<file path="src/assert_macros.svh">
// ----------------------------------------------------------------------------
// assert_macros.svh
// concurrent assertion shorthands, compiled out for synthesis
// ----------------------------------------------------------------------------
`ifndef ASSERT_MACROS_SVH
`define ASSERT_MACROS_SVH

`ifndef SYNTHESIS

// same-cycle implication, disabled while reset is high
`define ASSERT_IMPL(label, clk, rst, ante, cons, msg) \
   label: assert property (@(posedge clk) disable iff (rst) (ante) |-> (cons)) \
      else $error(msg);

// next-cycle implication, disabled while reset is high
`define ASSERT_NEXT(label, clk, rst, ante, cons, msg) \
   label: assert property (@(posedge clk) disable iff (rst) (ante) |=> (cons)) \
      else $error(msg);

`else

`define ASSERT_IMPL(label, clk, rst, ante, cons, msg)
`define ASSERT_NEXT(label, clk, rst, ante, cons, msg)

`endif

`endif

</file>
<file path="src/ebsd_pkg.sv">
// ----------------------------------------------------------------------------
// ebsd_pkg
// shared constants and types of the escape byte-stuffing deframer
// ----------------------------------------------------------------------------
`default_nettype none

package ebsd_pkg;

   localparam int MaxPayload = 64;
   localparam int AddrW      = (MaxPayload > 1) ? $clog2(MaxPayload) : 1;
   localparam int CntW       = 7;
   localparam int ByteW      = 8;
   localparam int StatusW    = 3;
   localparam int CsrIndexW  = 2;
   localparam int RspDataW   = ((ByteW + CntW + 7) / 8) * 8;
   localparam int ReqDataW   = ByteW;

   // result status codes
   localparam logic [StatusW-1:0] StPayload     = 3'd0;
   localparam logic [StatusW-1:0] StEmpty       = 3'd1;
   localparam logic [StatusW-1:0] StBadEscape   = 3'd2;
   localparam logic [StatusW-1:0] StMissingEnd  = 3'd3;
   localparam logic [StatusW-1:0] StOverflow    = 3'd4;

   // configuration register indexes
   localparam logic [CsrIndexW-1:0] CsrStartCode  = 2'd0;
   localparam logic [CsrIndexW-1:0] CsrEndCode    = 2'd1;
   localparam logic [CsrIndexW-1:0] CsrEscapeCode = 2'd2;

   // reset values of the code registers
   localparam logic [ByteW-1:0] RstStartCode  = 8'd83;
   localparam logic [ByteW-1:0] RstEndCode    = 8'd69;
   localparam logic [ByteW-1:0] RstEscapeCode = 8'd92;

   // command from the receive parser to the transmit sequencer
   typedef struct packed {
      logic                valid;
      logic                drain;
      logic [StatusW-1:0]  status;
      logic [CntW-1:0]     length;
   } tx_cmd_type;

endpackage

`default_nettype wire

</file>
<file path="src/ebsd_frame_ram.sv">
// ----------------------------------------------------------------------------
// ebsd_frame_ram
// simple dual-port frame store, one write and one registered read port
// ----------------------------------------------------------------------------
`default_nettype none

module ebsd_frame_ram #(
   parameter int DataW = 8,
   parameter int Depth = 64,
   localparam int AddrW = (Depth > 1) ? $clog2(Depth) : 1
) (
   input  wire logic             clock,
   input  wire logic             wr_en,
   input  wire logic [AddrW-1:0] wr_addr,
   input  wire logic [DataW-1:0] wr_data,
   input  wire logic             rd_en,
   input  wire logic [AddrW-1:0] rd_addr,
   output logic      [DataW-1:0] rd_data
);

   logic [DataW-1:0] mem_ff [Depth];
   logic [DataW-1:0] rd_data_ff;

   always_ff @(posedge clock) begin
      if (wr_en) begin
         mem_ff[wr_addr] <= wr_data;
      end
   end

   always_ff @(posedge clock) begin
      if (rd_en) begin
         rd_data_ff <= mem_ff[rd_addr];
      end
   end

   assign rd_data = rd_data_ff;

endmodule

`default_nettype wire

</file>
<file path="src/ebsd_rx_ctrl.sv">
// ----------------------------------------------------------------------------
// ebsd_rx_ctrl
// receive parser: code registers, frame mode, byte count, store writes
// ----------------------------------------------------------------------------
`default_nettype none

module ebsd_rx_ctrl (
   input  wire logic                              clock,
   input  wire logic                              reset,
   // configuration writes
   input  wire logic                              csr_valid,
   input  wire logic [ebsd_pkg::CsrIndexW-1:0]    csr_index,
   input  wire logic [ebsd_pkg::ByteW-1:0]        csr_data,
   // accepted byte
   input  wire logic                              accept,
   input  wire logic [ebsd_pkg::ByteW-1:0]        rx_byte,
   input  wire logic                              resync,
   // frame store write port
   output logic                                   wr_en,
   output logic      [ebsd_pkg::AddrW-1:0]        wr_addr,
   output logic      [ebsd_pkg::ByteW-1:0]        wr_data,
   // command to the transmit sequencer
   output ebsd_pkg::tx_cmd_type                   cmd
);

   typedef enum logic [2:0] {
      MODE_IDLE  = 3'b001,
      MODE_FRAME = 3'b010,
      MODE_ESC   = 3'b100
   } mode_type;

   mode_type                       mode_ff, mode_in, mode_eff;
   logic [ebsd_pkg::CntW-1:0]      count_ff, count_in, count_eff;
   logic [ebsd_pkg::ByteW-1:0]     start_code_ff, end_code_ff, escape_code_ff;
   logic                           store_req;
   logic                           is_start, is_end, is_esc;

   always_ff @(posedge clock) begin
      if (reset) begin
         start_code_ff  <= ebsd_pkg::RstStartCode;
         end_code_ff    <= ebsd_pkg::RstEndCode;
         escape_code_ff <= ebsd_pkg::RstEscapeCode;
      end else if (csr_valid) begin
         case (csr_index)
            ebsd_pkg::CsrStartCode:  start_code_ff  <= csr_data;
            ebsd_pkg::CsrEndCode:    end_code_ff    <= csr_data;
            ebsd_pkg::CsrEscapeCode: escape_code_ff <= csr_data;
            default: ;
         endcase
      end
   end

   assign is_start = (rx_byte == start_code_ff);
   assign is_end   = (rx_byte == end_code_ff);
   assign is_esc   = (rx_byte == escape_code_ff);

   always_comb begin
      mode_eff  = resync ? MODE_IDLE : mode_ff;
      count_eff = resync ? '0 : count_ff;
      mode_in   = mode_ff;
      count_in  = count_ff;
      store_req = 1'b0;
      wr_en     = 1'b0;
      wr_addr   = count_eff[ebsd_pkg::AddrW-1:0];
      wr_data   = rx_byte;
      cmd       = '0;
      if (accept) begin
         mode_in  = mode_eff;
         count_in = count_eff;
         case (mode_eff)
            MODE_FRAME: begin
               if (is_esc) begin
                  mode_in = MODE_ESC;
               end else if (is_end) begin
                  mode_in   = MODE_IDLE;
                  count_in  = '0;
                  cmd.valid = 1'b1;
                  if (count_eff == '0) begin
                     cmd.status = ebsd_pkg::StEmpty;
                  end else begin
                     cmd.drain  = 1'b1;
                     cmd.status = ebsd_pkg::StPayload;
                     cmd.length = count_eff;
                  end
               end else if (is_start) begin
                  mode_in    = MODE_FRAME;
                  count_in   = '0;
                  cmd.valid  = 1'b1;
                  cmd.status = ebsd_pkg::StMissingEnd;
               end else begin
                  store_req = 1'b1;
               end
            end
            MODE_ESC: begin
               if (is_esc || is_end || is_start) begin
                  mode_in   = MODE_FRAME;
                  store_req = 1'b1;
               end else begin
                  mode_in    = MODE_IDLE;
                  count_in   = '0;
                  cmd.valid  = 1'b1;
                  cmd.status = ebsd_pkg::StBadEscape;
               end
            end
            default: begin
               // outside a frame, only the start code matters
               if (is_start) begin
                  mode_in  = MODE_FRAME;
                  count_in = '0;
               end
            end
         endcase
         if (store_req) begin
            if (count_eff >= ebsd_pkg::CntW'(ebsd_pkg::MaxPayload)) begin
               mode_in    = MODE_IDLE;
               count_in   = '0;
               cmd.valid  = 1'b1;
               cmd.status = ebsd_pkg::StOverflow;
            end else begin
               wr_en    = 1'b1;
               count_in = count_eff + ebsd_pkg::CntW'(1);
            end
         end
      end
   end

   always_ff @(posedge clock) begin
      if (reset) begin
         mode_ff  <= MODE_IDLE;
         count_ff <= '0;
      end else begin
         mode_ff  <= mode_in;
         count_ff <= count_in;
      end
   end

endmodule

`default_nettype wire

</file>
<file path="src/ebsd_tx_seq.sv">
// ----------------------------------------------------------------------------
// ebsd_tx_seq
// transmit sequencer: status results, frame store readout, output register
// ----------------------------------------------------------------------------
`default_nettype none

`include "assert_macros.svh"

module ebsd_tx_seq (
   input  wire logic                              clock,
   input  wire logic                              reset,
   input  wire ebsd_pkg::tx_cmd_type              cmd,
   output logic                                   busy,
   // frame store read port
   output logic                                   rd_en,
   output logic      [ebsd_pkg::AddrW-1:0]        rd_addr,
   input  wire logic [ebsd_pkg::ByteW-1:0]        rd_data,
   // result stream
   output logic                                   rsp_tvalid,
   input  wire logic                              rsp_tready,
   output logic      [ebsd_pkg::RspDataW-1:0]     rsp_tdata,
   output logic                                   rsp_tlast,
   output logic      [ebsd_pkg::StatusW-1:0]      rsp_tuser
);

   localparam int PadW = ebsd_pkg::RspDataW - ebsd_pkg::ByteW - ebsd_pkg::CntW;

   logic                            st_pend_ff, st_pend_in;
   logic [ebsd_pkg::StatusW-1:0]    st_code_ff;
   logic                            drn_act_ff, drn_act_in;
   logic [ebsd_pkg::CntW-1:0]       len_ff;
   logic [ebsd_pkg::CntW-1:0]       rd_idx_ff, rd_idx_in, rd_idx_inc;
   logic                            rd_pend_ff, rd_pend_in;
   logic                            rd_last_ff, rd_last_in;
   logic                            rsp_valid_ff, rsp_valid_in;
   logic [ebsd_pkg::ByteW-1:0]      rsp_byte_ff;
   logic [ebsd_pkg::CntW-1:0]       rsp_len_ff;
   logic                            rsp_last_ff;
   logic [ebsd_pkg::StatusW-1:0]    rsp_status_ff;
   logic                            slot_free, load_st, load_rd;

   assign busy       = st_pend_ff | drn_act_ff | rd_pend_ff;
   assign slot_free  = !rsp_valid_ff || rsp_tready;
   assign load_st    = st_pend_ff && slot_free;
   assign load_rd    = rd_pend_ff && slot_free;
   assign rd_en      = drn_act_ff && (!rd_pend_ff || slot_free);
   assign rd_addr    = rd_idx_ff[ebsd_pkg::AddrW-1:0];
   assign rd_idx_inc = rd_idx_ff + ebsd_pkg::CntW'(1);

   always_comb begin
      st_pend_in   = st_pend_ff;
      drn_act_in   = drn_act_ff;
      rd_idx_in    = rd_idx_ff;
      rd_pend_in   = rd_pend_ff;
      rd_last_in   = rd_last_ff;
      rsp_valid_in = rsp_valid_ff;
      if (rsp_tready) begin
         rsp_valid_in = 1'b0;
      end
      if (load_st) begin
         st_pend_in   = 1'b0;
         rsp_valid_in = 1'b1;
      end
      if (load_rd) begin
         rd_pend_in   = 1'b0;
         rsp_valid_in = 1'b1;
      end
      if (rd_en) begin
         rd_pend_in = 1'b1;
         rd_idx_in  = rd_idx_inc;
         rd_last_in = (rd_idx_inc == len_ff);
         if (rd_idx_inc == len_ff) begin
            drn_act_in = 1'b0;
         end
      end
      if (cmd.valid) begin
         if (cmd.drain) begin
            drn_act_in = 1'b1;
            rd_idx_in  = '0;
         end else begin
            st_pend_in = 1'b1;
         end
      end
   end

   always_ff @(posedge clock) begin
      if (reset) begin
         st_pend_ff   <= 1'b0;
         drn_act_ff   <= 1'b0;
         rd_pend_ff   <= 1'b0;
         rsp_valid_ff <= 1'b0;
         rd_idx_ff    <= '0;
         rd_last_ff   <= 1'b0;
      end else begin
         st_pend_ff   <= st_pend_in;
         drn_act_ff   <= drn_act_in;
         rd_pend_ff   <= rd_pend_in;
         rsp_valid_ff <= rsp_valid_in;
         rd_idx_ff    <= rd_idx_in;
         rd_last_ff   <= rd_last_in;
      end
   end

   always_ff @(posedge clock) begin
      if (cmd.valid) begin
         st_code_ff <= cmd.status;
         len_ff     <= cmd.length;
      end
      if (load_st) begin
         rsp_byte_ff   <= '0;
         rsp_len_ff    <= '0;
         rsp_last_ff   <= 1'b1;
         rsp_status_ff <= st_code_ff;
      end else if (load_rd) begin
         rsp_byte_ff   <= rd_data;
         rsp_len_ff    <= len_ff;
         rsp_last_ff   <= rd_last_ff;
         rsp_status_ff <= ebsd_pkg::StPayload;
      end
   end

   assign rsp_tvalid = rsp_valid_ff;
   assign rsp_tdata  = {{PadW{1'b0}}, rsp_len_ff, rsp_byte_ff};
   assign rsp_tlast  = rsp_last_ff;
   assign rsp_tuser  = rsp_status_ff;

   // a new command only arrives when nothing is in flight
   `ASSERT_IMPL(a_cmd_when_idle, clock, reset, cmd.valid, !busy, "command while busy")
   // status and readout never overlap
   `ASSERT_IMPL(a_no_overlap, clock, reset, drn_act_ff, !st_pend_ff, "status during drain")
   // an issued read always leaves data waiting for the output register
   `ASSERT_NEXT(a_rd_pend, clock, reset, rd_en, rd_pend_ff, "read data lost")
   // final readout entry carries the last mark
   `ASSERT_NEXT(a_last_mark, clock, reset, rd_en && (rd_idx_inc == len_ff), rd_last_ff,
                "last entry not marked")

endmodule

`default_nettype wire

</file>
<file path="src/escape_byte_stuffing_deframer_core.sv">
// ----------------------------------------------------------------------------
// escape_byte_stuffing_deframer_core
// start/end/escape framed byte stream deframer with a 64-byte frame store
// ----------------------------------------------------------------------------
//  channel   dir  handshake               payload
//  req_      in   req_tvalid/req_tready   tdata: rx_byte; tuser: resync
//  rsp_      out  rsp_tvalid/rsp_tready   tdata: payload_byte, frame_length;
//                                         tlast: last_in_run; tuser: status
//  csr_      in   csr_valid/csr_ready     csr_index, csr_data
//
//  a byte that gives no result leaves req_tready high; the next byte follows at once
//  a byte that gives a status result holds req_tready low until the status has
//  moved from the pending slot into the output register
//  an end code of an n-byte frame holds off input until its last entry is in the
//  output register; the frame store read port streams one entry per cycle into the
//  output register, stalled while rsp_tready is low; reset is synchronous, the frame
//  store has no clearing pass, only entries written in the current frame are read
// ----------------------------------------------------------------------------
`default_nettype none

module escape_byte_stuffing_deframer_core (
   input  wire logic                              clock,
   input  wire logic                              reset,
   // byte stream in
   input  wire logic                              req_tvalid,
   output logic                                   req_tready,
   input  wire logic [ebsd_pkg::ReqDataW-1:0]     req_tdata,  // [7:0] rx_byte
   input  wire logic                              req_tuser,  // [0] resync
   // result stream out
   output logic                                   rsp_tvalid,
   input  wire logic                              rsp_tready,
   output logic      [ebsd_pkg::RspDataW-1:0]     rsp_tdata,  // [7:0] payload_byte,
                                                              // [14:8] frame_length,
                                                              // [15] zero
   output logic                                   rsp_tlast,  // last_in_run
   output logic      [ebsd_pkg::StatusW-1:0]      rsp_tuser,  // [2:0] status
   // configuration writes
   input  wire logic                              csr_valid,
   output logic                                   csr_ready,
   input  wire logic [ebsd_pkg::CsrIndexW-1:0]    csr_index,
   input  wire logic [ebsd_pkg::ByteW-1:0]        csr_data
);

   logic                          tx_busy;
   logic                          req_xfer;
   ebsd_pkg::tx_cmd_type          cmd;
   logic                          wr_en, rd_en;
   logic [ebsd_pkg::AddrW-1:0]    wr_addr, rd_addr;
   logic [ebsd_pkg::ByteW-1:0]    wr_data, rd_data;

   // register writes are always taken
   assign csr_ready  = 1'b1;

   // input waits only while a status or a frame readout is in flight
   assign req_tready = !tx_busy;
   assign req_xfer   = req_tvalid && req_tready;

   ebsd_rx_ctrl u_rx_ctrl (
      .clock     (clock),
      .reset     (reset),
      .csr_valid (csr_valid),
      .csr_index (csr_index),
      .csr_data  (csr_data),
      .accept    (req_xfer),
      .rx_byte   (req_tdata[ebsd_pkg::ByteW-1:0]),
      .resync    (req_tuser),
      .wr_en     (wr_en),
      .wr_addr   (wr_addr),
      .wr_data   (wr_data),
      .cmd       (cmd)
   );

   // unescaped payload bytes of the current frame
   ebsd_frame_ram #(
      .DataW (ebsd_pkg::ByteW),
      .Depth (ebsd_pkg::MaxPayload)
   ) u_frame_ram (
      .clock   (clock),
      .wr_en   (wr_en),
      .wr_addr (wr_addr),
      .wr_data (wr_data),
      .rd_en   (rd_en),
      .rd_addr (rd_addr),
      .rd_data (rd_data)
   );

   // results: status items and frame readout through one output register
   ebsd_tx_seq u_tx_seq (
      .clock      (clock),
      .reset      (reset),
      .cmd        (cmd),
      .busy       (tx_busy),
      .rd_en      (rd_en),
      .rd_addr    (rd_addr),
      .rd_data    (rd_data),
      .rsp_tvalid (rsp_tvalid),
      .rsp_tready (rsp_tready),
      .rsp_tdata  (rsp_tdata),
      .rsp_tlast  (rsp_tlast),
      .rsp_tuser  (rsp_tuser)
   );

endmodule

`default_nettype wire
</file>
<file path="config.mk">
export PLATFORM = sky130hd
export DESIGN_NAME = escape_byte_stuffing_deframer_core
export DESIGN_NICKNAME = d
export VERILOG_FILES = /design/src/ebsd_pkg.sv /design/src/ebsd_frame_ram.sv /design/src/ebsd_rx_ctrl.sv /design/src/ebsd_tx_seq.sv /design/src/escape_byte_stuffing_deframer_core.sv
export VERILOG_INCLUDE_DIRS = /design/src /design/src/src
export SDC_FILE = /design/constraint.sdc
export NUM_CORES = 1
export LEC_CHECK = 0
export BUFFER_PORTS_ARGS = -buffer_cell sky130_fd_sc_hd__buf_4
export CAP_MARGIN = 15
export CORE_UTILIZATION = 56
export DETAILED_ROUTE_END_ITERATION = 12
export PLACE_DENSITY = 0.75
export SLEW_MARGIN = 20
export SYNTH_ARGS = -nofsm -noshare
export SYNTH_HDL_FRONTEND = slang
export SYNTH_HIERARCHICAL = 1
export SYNTH_SLANG_ARGS = --single-unit
</file>
<file path="constraint.sdc">
create_clock -name clock -period 3.1 [get_ports clock]
set_clock_uncertainty 0.05 [all_clocks]
set_input_delay 0.465 -clock clock [delete_from_list [all_inputs] [get_ports clock]]
set_output_delay 0.465 -clock clock [all_outputs]
set_load 0.01 [all_outputs]
</file>
Yosys cells after proc, flatten, opt, wreduce, memory -nomap -nowiden
Memories as Yosys holds them, arrays and structs flattened. A register that Yosys moved wholly into a read port is not among the register bits.
Index checks and enable logic that the tools add are counted.
Widths: inputs -> output; s select.
{"block": "word_totals", "input_bits": 24, "wordCells": 119, "ff_bits": 75, "ramBits": 512, "memories": 1}
{"memory": "u_frame_ram.mem_ff", "depth": 64, "word_bits": 8, "rd": 1, "rd_ports_with_merged_regs": 1, "wr": 1, "line_no": "ebsd_frame_ram.sv:21", "text": "logic [DataW-1:0] mem_ff [Depth];"}
{"block": "classes", "add_sub_neg": 2, "n_bitwise": 5, "n_mux": 65, "order_cmp": 1, "reduce_logical": 20, "n_eq_ne": 8}
{"operator": "$mux 7", "count": 13}
{"operator": "$mux 3", "count": 11}
{"operator": "$mux 1", "count": 31}
{"operator": "$eq 8x8->1", "count": 3}
{"operator": "$mux 12", "count": 2}
{"operator": "$add 7x1->7 const B", "count": 2}
{"operator": "$pmux 7 s2", "count": 1}
{"operator": "$pmux 3 s2", "count": 2}
{"operator": "$eq 7x7->1", "count": 1}
{"operator": "$ge 7x7->1 const B", "count": 1}
{"operator": "$logic_not 7->1", "count": 1}
{"operator": "$mux 2", "count": 3}
{"operator": "$reduce_and 2->1", "count": 3}
{"operator": "$reduce_or 5->1", "count": 1}
{"operator": "$logic_and 1x1->1", "count": 4}
{"operator": "$logic_or 1x1->1", "count": 4}
{"operator": "$pmux 1 s2", "count": 2}
{"operator": "$reduce_bool 2->1", "count": 2}
{"operator": "$eq 3x2->1 const B", "count": 1}
{"operator": "$eq 3x3->1 const B", "count": 1}
{"operator": "$logic_not 1->1", "count": 3}
{"operator": "$not 1->1", "count": 3}
{"operator": "$reduce_bool 3->1", "count": 1}
{"operator": "$eq 2x1->1 const B", "count": 1}
{"operator": "3 further kinds", "count": 4}

Depth between registers and ports, before layout
Gate-level depths: netlist (run 1).
{"block": "depth", "depth_word": 11, "mapped_depth": 11, "ltp_nobuf": 10}

By module
Netlist (run 1), hierarchy kept.
{"mod": "ebsd_frame_ram", "instances": 1, "cells_each": 940, "area_each_um2": 20246.9}
{"mod": "ebsd_rx_ctrl", "instances": 1, "cells_each": 251, "area_each_um2": 2102.0}
{"mod": "ebsd_tx_seq", "instances": 1, "cells_each": 182, "area_each_um2": 1749.2}
{"mod": "escape_byte_stuffing_deframer_core", "instances": 1, "cells_each": 4, "area_each_um2": 21.3}

Least setup slack after synthesis (run 1)
OpenSTA, ideal clock, no wires.
{"block": "synth_timing", "path_kind": "in2reg", "start": "in req_tdata[7] in the netlist's numbering", "end": "mem u_frame_ram.mem_ff[62][0] (enable)", "setup_slack_ps": 36, "n_path_buf": 0, "t_arrival_ps": 2644, "t_required_ps": 2680, "path_stages": 9, "path_cell_list": "xor2_1 > nor4_2 > nand2_2 > nand3_2 > mux2_2 > inv_2 > nor2b_1 > nand3_1 > nor2_1"}
{"block": "synth_via", "elab_chain_len": 10, "word_cells_on_any_way": 15, "cone_classes": "eq/ne (3); mux (10); reduce/logical (2)"}
{"element": "start, declared", "line_no": "escape_byte_stuffing_deframer_core.sv:27", "text": "input wire logic [ebsd_pkg::ReqDataW-1:0] req_tdata,"}
{"element": "$eq 8x8->1 (on tied branches)", "line_no": "ebsd_rx_ctrl.sv:53, ebsd_rx_ctrl.sv:54, ebsd_rx_ctrl.sv:55"}
{"element": "$mux 1 or $logic_or 1x1->1 (tied branches)", "line_no": "ebsd_rx_ctrl.sv:85, ebsd_rx_ctrl.sv:95"}
{"element": "$mux 1 or $logic_or 1x1->1 (tied branches)", "line_no": "ebsd_rx_ctrl.sv:74, ebsd_rx_ctrl.sv:95"}
{"element": "$mux 1 (on tied branches)", "line_no": "ebsd_rx_ctrl.sv:72, ebsd_rx_ctrl.sv:95"}
{"element": "$pmux 1 s2 (*)", "line_no": "ebsd_rx_ctrl.sv:70", "text": "case (mode_eff)"}
{"element": "$mux 1 (*)", "line_no": "ebsd_rx_ctrl.sv:67", "text": "if (accept) begin"}
{"element": "$mux 1 (*)", "line_no": "ebsd_rx_ctrl.sv:113", "text": "if (store_req) begin"}
{"element": "$mux 1 (*)", "line_no": "ebsd_rx_ctrl.sv:67"}
{"element": "net wr_en", "line_no": "escape_byte_stuffing_deframer_core.sv:47", "text": "logic wr_en, rd_en;"}
{"element": "$mux 1 (*)", "line_no": "ebsd_frame_ram.sv:25", "text": "if (wr_en) begin"}
{"element": "$mux 1 (not written as such) (*)", "line_no": "ebsd_frame_ram.sv:26", "text": "mem_ff[wr_addr] <= wr_data;"}
{"element": "end, declared", "line_no": "ebsd_frame_ram.sv:21"}
The timed path passes the listed nets; every way through them passes the cells marked *. The select of a mux whose other input is x is not followed.

Worst setup path after layout (run 1)
{"block": "layout_timing", "start": "reg u_rx_ctrl/start_code_ff[7] in the netlist's numbering", "end": "mem u_frame_ram.mem_ff[56][5] (enable)"}
{"block": "layout_via", "elab_chain_len": 10, "word_cells_on_any_way": 12, "cone_classes": "eq/ne (1); mux (10); reduce/logical (1)"}
{"element": "start, declared", "line_no": "ebsd_rx_ctrl.sv:34", "text": "logic [ebsd_pkg::ByteW-1:0] start_code_ff, end_code_ff, escape_code_ff;"}
{"element": "start signal, assigned", "line_no": "ebsd_rx_ctrl.sv:40", "text": "start_code_ff <= ebsd_pkg::RstStartCode;"}
{"element": "start signal, assigned", "line_no": "ebsd_rx_ctrl.sv:45", "text": "ebsd_pkg::CsrStartCode: start_code_ff <= csr_data;"}
{"element": "$eq 8x8->1 (*)", "line_no": "ebsd_rx_ctrl.sv:53", "text": "assign is_start = (rx_byte == start_code_ff);"}
{"element": "$mux 1", "line_no": "ebsd_rx_ctrl.sv:85", "text": "end else if (is_start) begin"}
{"element": "$mux 1", "line_no": "ebsd_rx_ctrl.sv:74", "text": "end else if (is_end) begin"}
{"element": "$mux 1", "line_no": "ebsd_rx_ctrl.sv:72", "text": "if (is_esc) begin"}
{"element": "$pmux 1 s2 (*)", "line_no": "ebsd_rx_ctrl.sv:70"}
{"element": "$mux 1 (*)", "line_no": "ebsd_rx_ctrl.sv:67"}
{"element": "$mux 1 (*)", "line_no": "ebsd_rx_ctrl.sv:113"}
{"element": "$mux 1 (*)", "line_no": "ebsd_rx_ctrl.sv:67"}
{"element": "net wr_en", "line_no": "escape_byte_stuffing_deframer_core.sv:47"}
{"element": "$mux 1 (*)", "line_no": "ebsd_frame_ram.sv:25"}
{"element": "$mux 1 (not written as such) (*)", "line_no": "ebsd_frame_ram.sv:26"}
Marked as above.

==> metrics.txt, run 1 <==
Total Routing Usage GR 25.50%; starting density of the core 57.12%; crit path to u_frame_ram/mem_ff[56][5]; Final ANT Viol Nets 0; non-filler cells, final about 2,100; setup TNS after final layout 0 ps; CTS Buf Count 58; RePlAce Congestion 0.8387; Port Buffers 44; min cycle time layout 2880 ps; WL/cell 25.52 um; CTS tree built; Critical Path RT approximately 3400 ps; total instance count after detailed placement slightly above 2,000; setup violators final 0; WL final 54,250 um; most frequent cells in the layout edfxtp_1 (533), buf_4 (178), mux4_2 (126), nor2_1 (126), nand2_1 (70); largest net degree at the start of global routing 65; Row Count 75; top_reg_cell synth edfxtp_1; Mapped Cells 1,377; Core ar. 42,230 um2; internal power around 13 mW; Sequential Power Share 53.3%; Critical Path Source Type register; Slew Viols, Final 0; # clock sinks 595; Psw 3.214 mW; Min-Delay Path Class input pin to register; GR Util met1 35.80%; Worst R2R Setup Slack 220 ps; Mean Syn Cell Area 17.52 um2; Logic pwr share 1.9%; most common cell after layout, fill and taps aside edfxtp_1; footprint of the multi-input gates 6284 um2; Syn. warnings 6; Tcrit/Tclk final 92.90%; Yosys cell types 74; switch share about a fifth; fmax ~350 MHz; fill cell count 2,740; met3 usage 5.132%; Setup WS post-layout about 220 ps; relative slew slack 38.64%; #FFs+latches synth 595; max cap viols 0; setup bufs post-CTS 0; clk_lat worst skew 610 ps; clock power share 44.8%; DRC viols 0; met2 usage 40.21%; worst slew pin tran a little over 900 ps; H-tree depth 2; layout cell share with drive strength beyond 1 around 28%; synthesized area 24,120 um2; post-placement worst setup slack -13.90 ps; number of global-route vias before repair 13,430; gr ovfl total 0; Via Count around 13,000; grt peak-use layer met2; unrepaired setup endpoints after global routing false; Final nets 1,568; Die W 209.5 um; Clock Path Buffers 3; crit end category register; crit path kind register to register; Lkg Pwr 9.115 nW; peak supply drop ~0.45 mV; syn nets 1,405; first-pass GRT wire length 81,990 um; r2r worst-path depth 12; CP Data Arrival Time 3150 ps; Die H 209.5 um; DRT Pass-1 Iters 6; CP Launch Point u_rx_ctrl/start_code_ff[7]; DIE AREA around 44,000 um2; Root Driver clkbuf_16; crit path max fanout 3; # diodes 0; Reg area between 15,000 and 20,000 um2; final hold violations 0; Post-synth EDFFs 533; Worst-path clk slew 60 ps; RR Endpoint u_frame_ram/mem_ff[56][5]; sequential area share after synthesis between 70% and 80%; I/O pin total 47; via/cell ratio 6.254; pwr dens 590.7 nW/um2; fraction of registers with async set or reset after synthesis 0%; DPL Wire Length 33,920 um; initial antenna violation count 1; reg2reg start u_rx_ctrl/start_code_ff[7]; Layout Area Growth over Synthesis 15.40%; status finished, final reports clean; Starting DRT DRC Count 1,601
==> synthesized netlist by cell type, types with 4 or more instances <==
library cell    n  area (um2)
nor3_1         14       70.07
nand3_1        23       115.1
buf_4          29       217.7
nor2b_1        25       156.4
mux2_2         15       168.9
o22ai_1         9       56.30
nand2b_1       13       81.33
ha_1            4       50.05
dfxtp_1        62        1241
a22oi_1         4       30.03
nand4_1         5       31.28
nor4_1          8       50.05
a31oi_1         4       25.02
mux2i_1        37       370.4
clkbuf_1       27       101.4
nor3b_1         5       37.54
buf_2          14       70.07
nor2_1        126       473.0
o221ai_1        8       70.07
nand3b_1        9       67.56
o21ai_0         8       40.04
buf_6           6       67.56
a211o_1        12       105.1
mux4_2        126        2838
xor2_1         33       289.0
buf_1           8       30.03
a211oi_1        5       37.54
and3_1          8       50.05
o21a_1          4       30.03
a21oi_1        31       155.2
a221oi_1        7       61.31
xnor2_1         4       35.03
inv_1          18       67.56
nand2_1        70       262.8
edfxtp_1      533       16010
and2_1          7       43.79
==> kinds of logic (layout without fill, tap and decap cells) <==
kind of cell | after synthesis | after routing | synth area share [%]
AOI/OAI and AO/OA | 128 | 128 | 3.932
other | 2 | 2 | 0.03114
DFF | 595 | 595 | 71.50
buffers and inverters | 105 | 315 | 2.480
muxes | 178 | 178 | 14.00
and+or+nand+nor | 328 | 328 | 6.500
adders and majority gates | 4 | 4 | 0.2075
xor gates and xnor gates | 37 | 37 | 1.344
==> routing by layer <==
| metal | up-vias | part of all wire (%) |
|---|---|---|
| met5 | - | 0 |
| li1 | 5763 | - |
| met1 | 6799 | 41 |
| met4 | 0 | 3.2 |
| met3 | 112 | 8.2 |
| met2 | 622 | 48 |
==> through the flow <==
stage / hold WS [ps] / cell area [um2] / util [%] / power (mW)
2_1_floorplan: 381.0 / 24120 / - / 9.081
3_3_place_gp: 396.0 / 25800 / 61.09 / 9.230
3_5_place_dp: 397.9 / 25800 / 61.09 / 9.240
4_1_cts: 2.782 / 27820 / 65.89 / 16.54
5_1_grt: 23.97 / 27830 / 65.91 / 16.84
6_report: 30.27 / 27830 / 65.91 / 16.44
==> what timing repair did <==
| action | in CTS | in global routing |
|---|---|---|
| endpoints found under the hold margin | 2 | 0 |
| hold buffers | 2 | 0 |
| setup endpoints to repair | 0 | 16 |
| gates resized for setup | 0 | 2 |
==> cell type report <==
cell class                 count  share of cell area, %
clock inverter                37                  1.650
multi-input combinational    677                  22.58
sequential                   595                  62.01
tap                          539                  2.423
timing repair buffer         189                  5.520
inverter                      19                 0.2562
clock buffer                  70                  5.565
==> worst max-delay path, stage by stage (launching register included) <==
cell	delay [ps]
dfxtp_1	320
xor2_1	170
nor4_2	420
nand2_2	110
nand3_2	120
mux2_2	360
inv_2	70
nor2b_1	170
buf_4	150
nand2_1	90
buf_4	180
nor2_1	200
buf_4	180
==> how the worst min path moves through the flow <==
stage,startpoint,endpoint,slack [ps],cells after the start
3_3_place_gp,u_tx_seq/rsp_byte_ff[6],u_tx_seq/rsp_byte_ff[6],400,2
2_1_floorplan,u_tx_seq/rd_last_ff,u_tx_seq/rsp_tlast,380,2
5_1_grt,csr_data[1],u_rx_ctrl/start_code_ff[1],20,2
6_report,csr_data[1],u_rx_ctrl/start_code_ff[1],30,2
4_1_cts,csr_data[0],u_rx_ctrl/start_code_ff[0],3,2
3_5_place_dp,u_tx_seq/rsp_len_ff[0],u_tx_seq/rsp_len_ff[0],400,2
==> power groups by stage <==
stage | combinational, mW | clock [mW] | sequential [mW]
detailed placement | 0.305 | 0 | 8.93
global placement | 0.297 | 0 | 8.93
global route | 0.329 | 7.75 | 8.76
floorplan | 0.143 | 0 | 8.94
finish | 0.305 | 7.37 | 8.76
CTS | 0.307 | 7.47 | 8.76
==> state kept, by name, summed over array words and instances, names as in the netlist, 3 cells and up <==
signal	cells
u_tx_seq/rd_idx_ff	7
u_frame_ram/mem_ff	512
u_rx_ctrl/count_ff	7
u_tx_seq/rsp_len_ff	7
u_rx_ctrl/escape_code_ff	8
u_tx_seq/rsp_byte_ff	8
u_rx_ctrl/start_code_ff	8
u_tx_seq/rsp_tuser	3
u_rx_ctrl/mode_ff	3
u_tx_seq/len_ff	7
u_rx_ctrl/end_code_ff	8
u_tx_seq/st_code_ff	3
u_frame_ram/rd_data	8
Power figures use the tool's default switching activity.
==> run 2: changes to the inputs <==
--- a/config.mk
+++ b/config.mk
@@ -8,9 +8,12 @@
 export LEC_CHECK = 0
 export BUFFER_PORTS_ARGS = -buffer_cell sky130_fd_sc_hd__buf_4
 export CAP_MARGIN = 15
-export CORE_UTILIZATION = 56
+export CELL_PAD_IN_SITES_DETAIL_PLACEMENT = 0
+export CELL_PAD_IN_SITES_GLOBAL_PLACEMENT = 1
+export CORE_ASPECT_RATIO = 1.75
+export CORE_UTILIZATION = 49
 export DETAILED_ROUTE_END_ITERATION = 12
-export PLACE_DENSITY = 0.75
+export PLACE_DENSITY_LB_ADDON = 0.1
 export SLEW_MARGIN = 20
 export SYNTH_ARGS = -nofsm -noshare
 export SYNTH_HDL_FRONTEND = slang
==> metrics.txt, run 2 (synthesis gave the netlist of run 1 again) <==
Slew Viols, Final 0 (unchanged); switch share 20.03% (was 19.55%); Row Count 107 (was 75); Final nets 1,565 (was 1,568); Via Count 12,800 (was 13,300); Starting DRT DRC Count 890 (was 1,601); worst slew pin tran 807.0 ps (was 919.1 ps); WL/cell 26.90 um (was 25.52 um); H-tree depth 2 (unchanged); via/cell ratio 5.731 (was 6.254); Root Driver clkbuf_16 (unchanged); setup violators final 0 (unchanged); # diodes 0 (unchanged); DRC viols 0 (unchanged); Port Buffers 44 (unchanged); CTS tree built (unchanged); Design Power 15.60 mW (was 16.44 mW); clk_lat worst skew 580 ps (was 610 ps); Top reg by flops u_frame_ram/mem_ff (unchanged); final core occ 57.06% (was 65.91%); Core ar. 48,600 um2 (was 42,230 um2); Worst-path clk slew 70 ps (was 60 ps); non-filler cells, final 2,233 (was 2,126); Final ANT Viol Nets 0 (unchanged); number of global-route vias before repair 13,480 (was 13,430); Min-Delay Path Class input pin to register (unchanged); internal power 12.48 mW (was 13.23 mW); slowest CP cell dfxtp_4 (was nor4_2); Min-Delay Path Depth 2 (unchanged); RR Endpoint u_frame_ram/rd_data[0] (was u_frame_ram/mem_ff[56][5]); critical-path cell list buf_12, mux4_2, mux4_2, nor2_1, nor3_1, o2bb2ai_1 (was xor2_1, nor4_2, nand2_2, nand3_2, mux2_2, inv_2, nor2b_1, buf_4, nand2_1, buf_4, nor2_1, buf_4); crit path kind register to register (unchanged); Sequential Power Share 56.1% (was 53.3%); most frequent cells in the layout edfxtp_1 (533), buf_4 (183), mux4_2 (126), nor2_1 (126), nand2_1 (70) (was edfxtp_1 (533), buf_4 (178), mux4_2 (126), nor2_1 (126), nand2_1 (70)); final hold violations 0 (unchanged); Lkg Pwr 9.003 nW (was 9.115 nW); Layout Area Growth over Synthesis 14.96% (was 15.40%); critical path's largest stage delay 620 ps (was 420 ps); pwr dens 562.6 nW/um2 (was 590.7 nW/um2); crit path max fanout 21 (was 3); Critical Path Source Type register (unchanged); Die H 295.5 um (was 209.5 um); peak supply drop 0.5330 mV (was 0.4465 mV); initial antenna violation count 0 (was 1); gr ovfl total 0 (unchanged); reg2reg start u_tx_seq/rd_idx_ff[0] (was u_rx_ctrl/start_code_ff[7]); setup TNS after final layout 0 ps (unchanged); most common cell after layout, fill and taps aside edfxtp_1 (unchanged); DPL Wire Length 41,650 um (was 33,920 um); Tcrit/Tclk final 94.78% (was 92.90%); layout cell share with drive strength beyond 1 27.93% (was 27.66%); crit-path most repeated cell mux4_2 (was buf_4); Post-CTS Hold Fix Bufs 0 (was 2); Die W 169.7 um (was 209.5 um); Clock Path Buffers 3 (unchanged); Worst Hold Launch csr_data[6] (was csr_data[1]); relative slew slack 45.50% (was 38.64%); largest net degree at the start of global routing 65 (unchanged); RePlAce Congestion 0.8116 (was 0.8387); fmax 340.3 MHz (was 347.2 MHz); total instance count after detailed placement 2,138 (was 2,017); first-pass GRT wire length 88,700 um (was 81,990 um); status finished, final reports clean (unchanged); max cap viols 0 (unchanged); # clock sinks 595 (unchanged); I/O pin total 47 (unchanged); DIE AREA 50,150 um2 (was 43,900 um2); CTS Buf Count 51 (was 58); unrepaired setup endpoints after global routing false (unchanged); Logic pwr share 2.0% (was 1.9%); CP Data Arrival Time 3120 ps (was 3150 ps); clock power share 41.8% (was 44.8%); crit end category register (unchanged); Worst R2R Setup Slack 160 ps (was 220 ps); fill cell count 3,792 (was 2,740); max FFs per register 512 (unchanged); Critical Path RT 3280 ps (was 3370 ps); starting density of the core 49.63% (was 57.12%); min cycle time layout 2938 ps (was 2880 ps); Psw 3.124 mW (was 3.214 mW); r2r worst-path depth 6 (was 12); DRT Pass-1 Iters 5 (was 6); Total Routing Usage GR 24.86% (was 25.50%); Worst Hold Path EP u_rx_ctrl/start_code_ff[6] (was u_rx_ctrl/start_code_ff[1]); WL final 60,080 um (was 54,250 um)
run 2: changes by cell type in the layout (fill, tap and decap cells not counted), sizes merged:
cell,previous run,this run
inv,20,22
dlygate4sd3,2,0
buf,187,193
bufinv,10,6
clkinv,21,24
clkbuf,70,57
run 2: per-stage QoR:
stage | instance area (um2) | hold slack (ps) | worst slack [ps]
3_3_place_gp | 26000 | 395.0 | -0.7654
2_1_floorplan | 24120 | 381.0 | 35.71
5_1_grt | 27730 | 32.95 | 31.09
4_1_cts | 27710 | 22.18 | 48.15
3_5_place_dp | 26000 | 401.8 | -9.202
6_report | 27730 | 48.40 | 161.7
run 2: critical path, delay by kind of cell (launching register included):
kind	cells	cell delay [ps]
mux	2	1070
flops	1	620
compound gates	1	300
simple gates	2	270
buf+inv	1	250
run 2: power by group through the flow:
stage | combinational, mW | clock, mW | sequential, mW
finish | 0.315 | 6.53 | 8.76
detailed placement | 0.319 | 0 | 8.93
floorplan | 0.143 | 0 | 8.94
global placement | 0.314 | 0 | 8.93
CTS | 0.318 | 6.65 | 8.76
global route | 0.339 | 6.91 | 8.76
run 2: how the worst max path moves through the flow:
stage / from / endpoint / slack (ps)
final: u_tx_seq/rd_idx_ff[0] / u_frame_ram/rd_data[0] / 160
after global routing: u_rx_ctrl/escape_code_ff[6] / u_frame_ram/mem_ff[18][1] / 30
after CTS: u_tx_seq/rd_idx_ff[0] / u_frame_ram/rd_data[4] / 50
after detailed placement: req_tdata[3] / u_frame_ram/mem_ff[24][5] / -9
after global placement: req_tdata[7] / u_frame_ram/mem_ff[15][6] / -0.8
after floorplan: req_tdata[7] / u_frame_ram/mem_ff[62][0] / 40
run 2: layout make-up:
type,count,area [um2],share of cell area [%]
flip-flops and latches,595,17260,62.24
inverters,19,71.32,0.2572
multi-input cells,677,6295,22.70
clock buffers,57,1341,4.837
well taps,654,818.3,2.951
clock inverters,38,369.1,1.331
repair buffers,193,1574,5.677
run 2: per-layer routing:
layer / global-route usage (%) / vias up / wire (um)
met4: 9.998 / 0 / 2310
met5: 0 / - / 0
li1: - / 5746 / -
met2: 48.42 / 306 / 34650
met1: 26.98 / 6649 / 21020
met3: 2.677 / 96 / 2089
run 2: what timing repair did:
action | in CTS | in global routing
endpoints found under the setup margin | 0 | 158
buffers inserted | 0 | 0
gates resized for setup | 0 | 3
==> run 3: changes to the inputs <==
--- a/config.mk
+++ b/config.mk
@@ -14,6 +14,7 @@
 export CORE_UTILIZATION = 49
 export DETAILED_ROUTE_END_ITERATION = 12
 export PLACE_DENSITY_LB_ADDON = 0.1
+export RECOVER_POWER = 100
 export SLEW_MARGIN = 20
 export SYNTH_ARGS = -nofsm -noshare
 export SYNTH_HDL_FRONTEND = slang
==> metrics.txt, run 3 (synthesis gave the netlist of run 1 again) <==
setup TNS after final layout 0 ps (unchanged); WL/cell 26.91 um (was 26.90 um); Worst R2R Setup Slack 140 ps (was 160 ps); WL final 60,080 um (about the same); crit path kind register to register (unchanged); # diodes 0 (unchanged); switch share 19.98% (was 20.03%); DPL Wire Length 41,650 um (unchanged); Sequential Power Share 56.3% (was 56.1%); internal power 12.46 mW (was 12.48 mW); Critical Path Source Type register (unchanged); Port Buffers 44 (unchanged); layout cell share with drive strength beyond 1 24.57% (was 27.93%); final hold violations 0 (unchanged); Final ANT Viol Nets 0 (unchanged); Root Driver clkbuf_16 (unchanged); Slew Viols, Final 297 (was 0); number of global-route vias before repair 13,480 (unchanged); reg2reg start u_tx_seq/rd_idx_ff[1] (was u_tx_seq/rd_idx_ff[0]); CP Data Arrival Time 3150 ps (was 3120 ps); most common cell after layout, fill and taps aside edfxtp_1 (unchanged); peak supply drop 0.5224 mV (was 0.5330 mV); Layout Area Growth over Synthesis 13.43% (was 14.96%); Via Count 12,790 (was 12,800); clk_lat worst skew 580 ps (about the same); crit path max fanout 27 (was 21); Total Routing Usage GR 24.86% (unchanged); Final nets 1,565 (unchanged); fmax 337.6 MHz (was 340.3 MHz); initial antenna violation count 0 (unchanged); worst slew pin tran 2446 ps (was 807.0 ps); most frequent cells in the layout edfxtp_1 (533), mux4_2 (126), nor2_1 (126) (was edfxtp_1 (533), buf_4 (183), mux4_2 (126), nor2_1 (126), nand2_1 (70)); violated checks max-capacitance violations, max-slew violations; setup violators final 0 (unchanged); I/O pin total 47 (unchanged); Core ar. 48,600 um2 (unchanged); Logic pwr share 1.8% (was 2.0%); critical-path cell list buf_12, mux4_2, mux2_2, a221oi_1, o2bb2ai_1 (was buf_12, mux4_2, mux4_2, nor2_1, nor3_1, o2bb2ai_1); Die W 169.7 um (unchanged); WP buf/inv 1 (unchanged); Starting DRT DRC Count 830 (was 890); crit end category register (unchanged); critical path's largest stage delay 720 ps (was 620 ps); slowest CP cell dfxtp_2 (was dfxtp_4); Tcrit/Tclk final 95.56% (was 94.78%); starting density of the core 49.63% (unchanged); r2r worst-path depth 5 (was 6); pwr dens 569.1 nW/um2 (was 562.6 nW/um2); Top reg by flops u_frame_ram/mem_ff (unchanged); Lkg Pwr 8.759 nW (was 9.003 nW); Die H 295.5 um (unchanged); Worst-path clk slew 70 ps (about the same); largest net degree at the start of global routing 65 (unchanged); # clock sinks 595 (unchanged); DRT Pass-1 Iters 5 (unchanged); fill cell count 3,862 (was 3,792); via/cell ratio 5.729 (was 5.731); Clock Path Buffers 3 (unchanged); Row Count 107 (unchanged); critical path's top delay family multiplexers (unchanged); Min-Delay Path Class input pin to register (unchanged); RR Endpoint u_frame_ram/rd_data[0] (unchanged); relative slew slack -63.07% (was 45.50%); Design Power 15.57 mW (was 15.60 mW); min cycle time layout 2962 ps (was 2938 ps); status finished with violations (was finished, final reports clean); unrepaired setup endpoints after global routing false (unchanged); first-pass GRT wire length 88,700 um (unchanged); H-tree depth 2 (unchanged); Worst Hold Path EP u_rx_ctrl/start_code_ff[6] (unchanged); Worst Hold Launch csr_data[6] (unchanged); DRC viols 0 (unchanged); Critical Path RT 3280 ps (about the same); RePlAce Congestion 0.8116 (unchanged); CP Launch Point u_tx_seq/rd_idx_ff[1] (was u_tx_seq/rd_idx_ff[0]); max FFs per register 512 (unchanged); gr ovfl total 0 (unchanged); Min-Delay Path Depth 2 (unchanged); Psw 3.110 mW (was 3.124 mW); final core occ 56.30% (was 57.06%); max cap viols 7 (was 0); CTS Buf Count 51 (unchanged); clock power share 41.8% (about the same); DIE AREA 50,150 um2 (unchanged); CTS tree built (unchanged)
run 3: layer usage:
metal / global-route usage [%] / vias to the layer above / routed length, um
met3: 2.677 / 98 / 2021
met1: 26.98 / 6653 / 21200
li1: - / 5743 / -
met5: 0 / - / 0
met4: 9.998 / 0 / 2307
met2: 48.42 / 298 / 34550
run 3: stage by stage:
step           cells  worst slack, ps  hold WS, ps  cell area, um2
5_1_grt         2233            16.57        32.95           27360
6_report        2233            137.6        49.99           27360
3_3_place_gp    2138          -0.7654        395.0           26000
2_1_floorplan   1377            35.71        381.0           24120
4_1_cts         2233            48.15        22.18           27710
3_5_place_dp    2138           -9.202        401.8           26000
run 3: worst max path at each step:
stage,endpoint,slack [ps],cells past startpoint
floorplan,u_frame_ram/mem_ff[62][0],40,9
global placement,u_frame_ram/mem_ff[15][6],-0.8,12
detailed placement,u_frame_ram/mem_ff[24][5],-9,13
CTS,u_frame_ram/rd_data[4],50,8
global route,u_frame_ram/mem_ff[40][5],20,12
finish,u_frame_ram/rd_data[0],140,5
run 3: power by group through the flow:
stage / registers [mW] / logic [mW] / clock network (mW)
final: 8.77 / 0.288 / 6.51
after global routing: 8.77 / 0.310 / 6.91
after CTS: 8.76 / 0.318 / 6.65
after detailed placement: 8.93 / 0.319 / 0
after global placement: 8.93 / 0.314 / 0
after floorplan: 8.94 / 0.143 / 0
run 3: worst register-to-register path: cells and delay by family, from the launching register on:
family                 cells  cell delay (ps)
multiplexers               2              860
AO/OA/AOI/OAI              2              680
buffers and inverters      1              300
flip-flops                 1              720
run 3: layout make-up:
cell class              instances  area [um2]  share of cell area (%)
repair buffers                193        1231                   4.500
flip-flops and latches        595       17260                   63.08
clock inverters                38       369.1                   1.349
clock buffers                  57        1341                   4.903
well taps                     654       818.3                   2.991
multi-input cells             677        6271                   22.92
inverters                      19       71.32                  0.2607
run 3: what timing repair did:
item | CTS | global route
setup endpoints to repair | 0 | 158
hold endpoints to repair | 0 | 0
hold buffers | 0 | 0
gates resized for setup | 0 | 3
setup buffers | 0 | 0
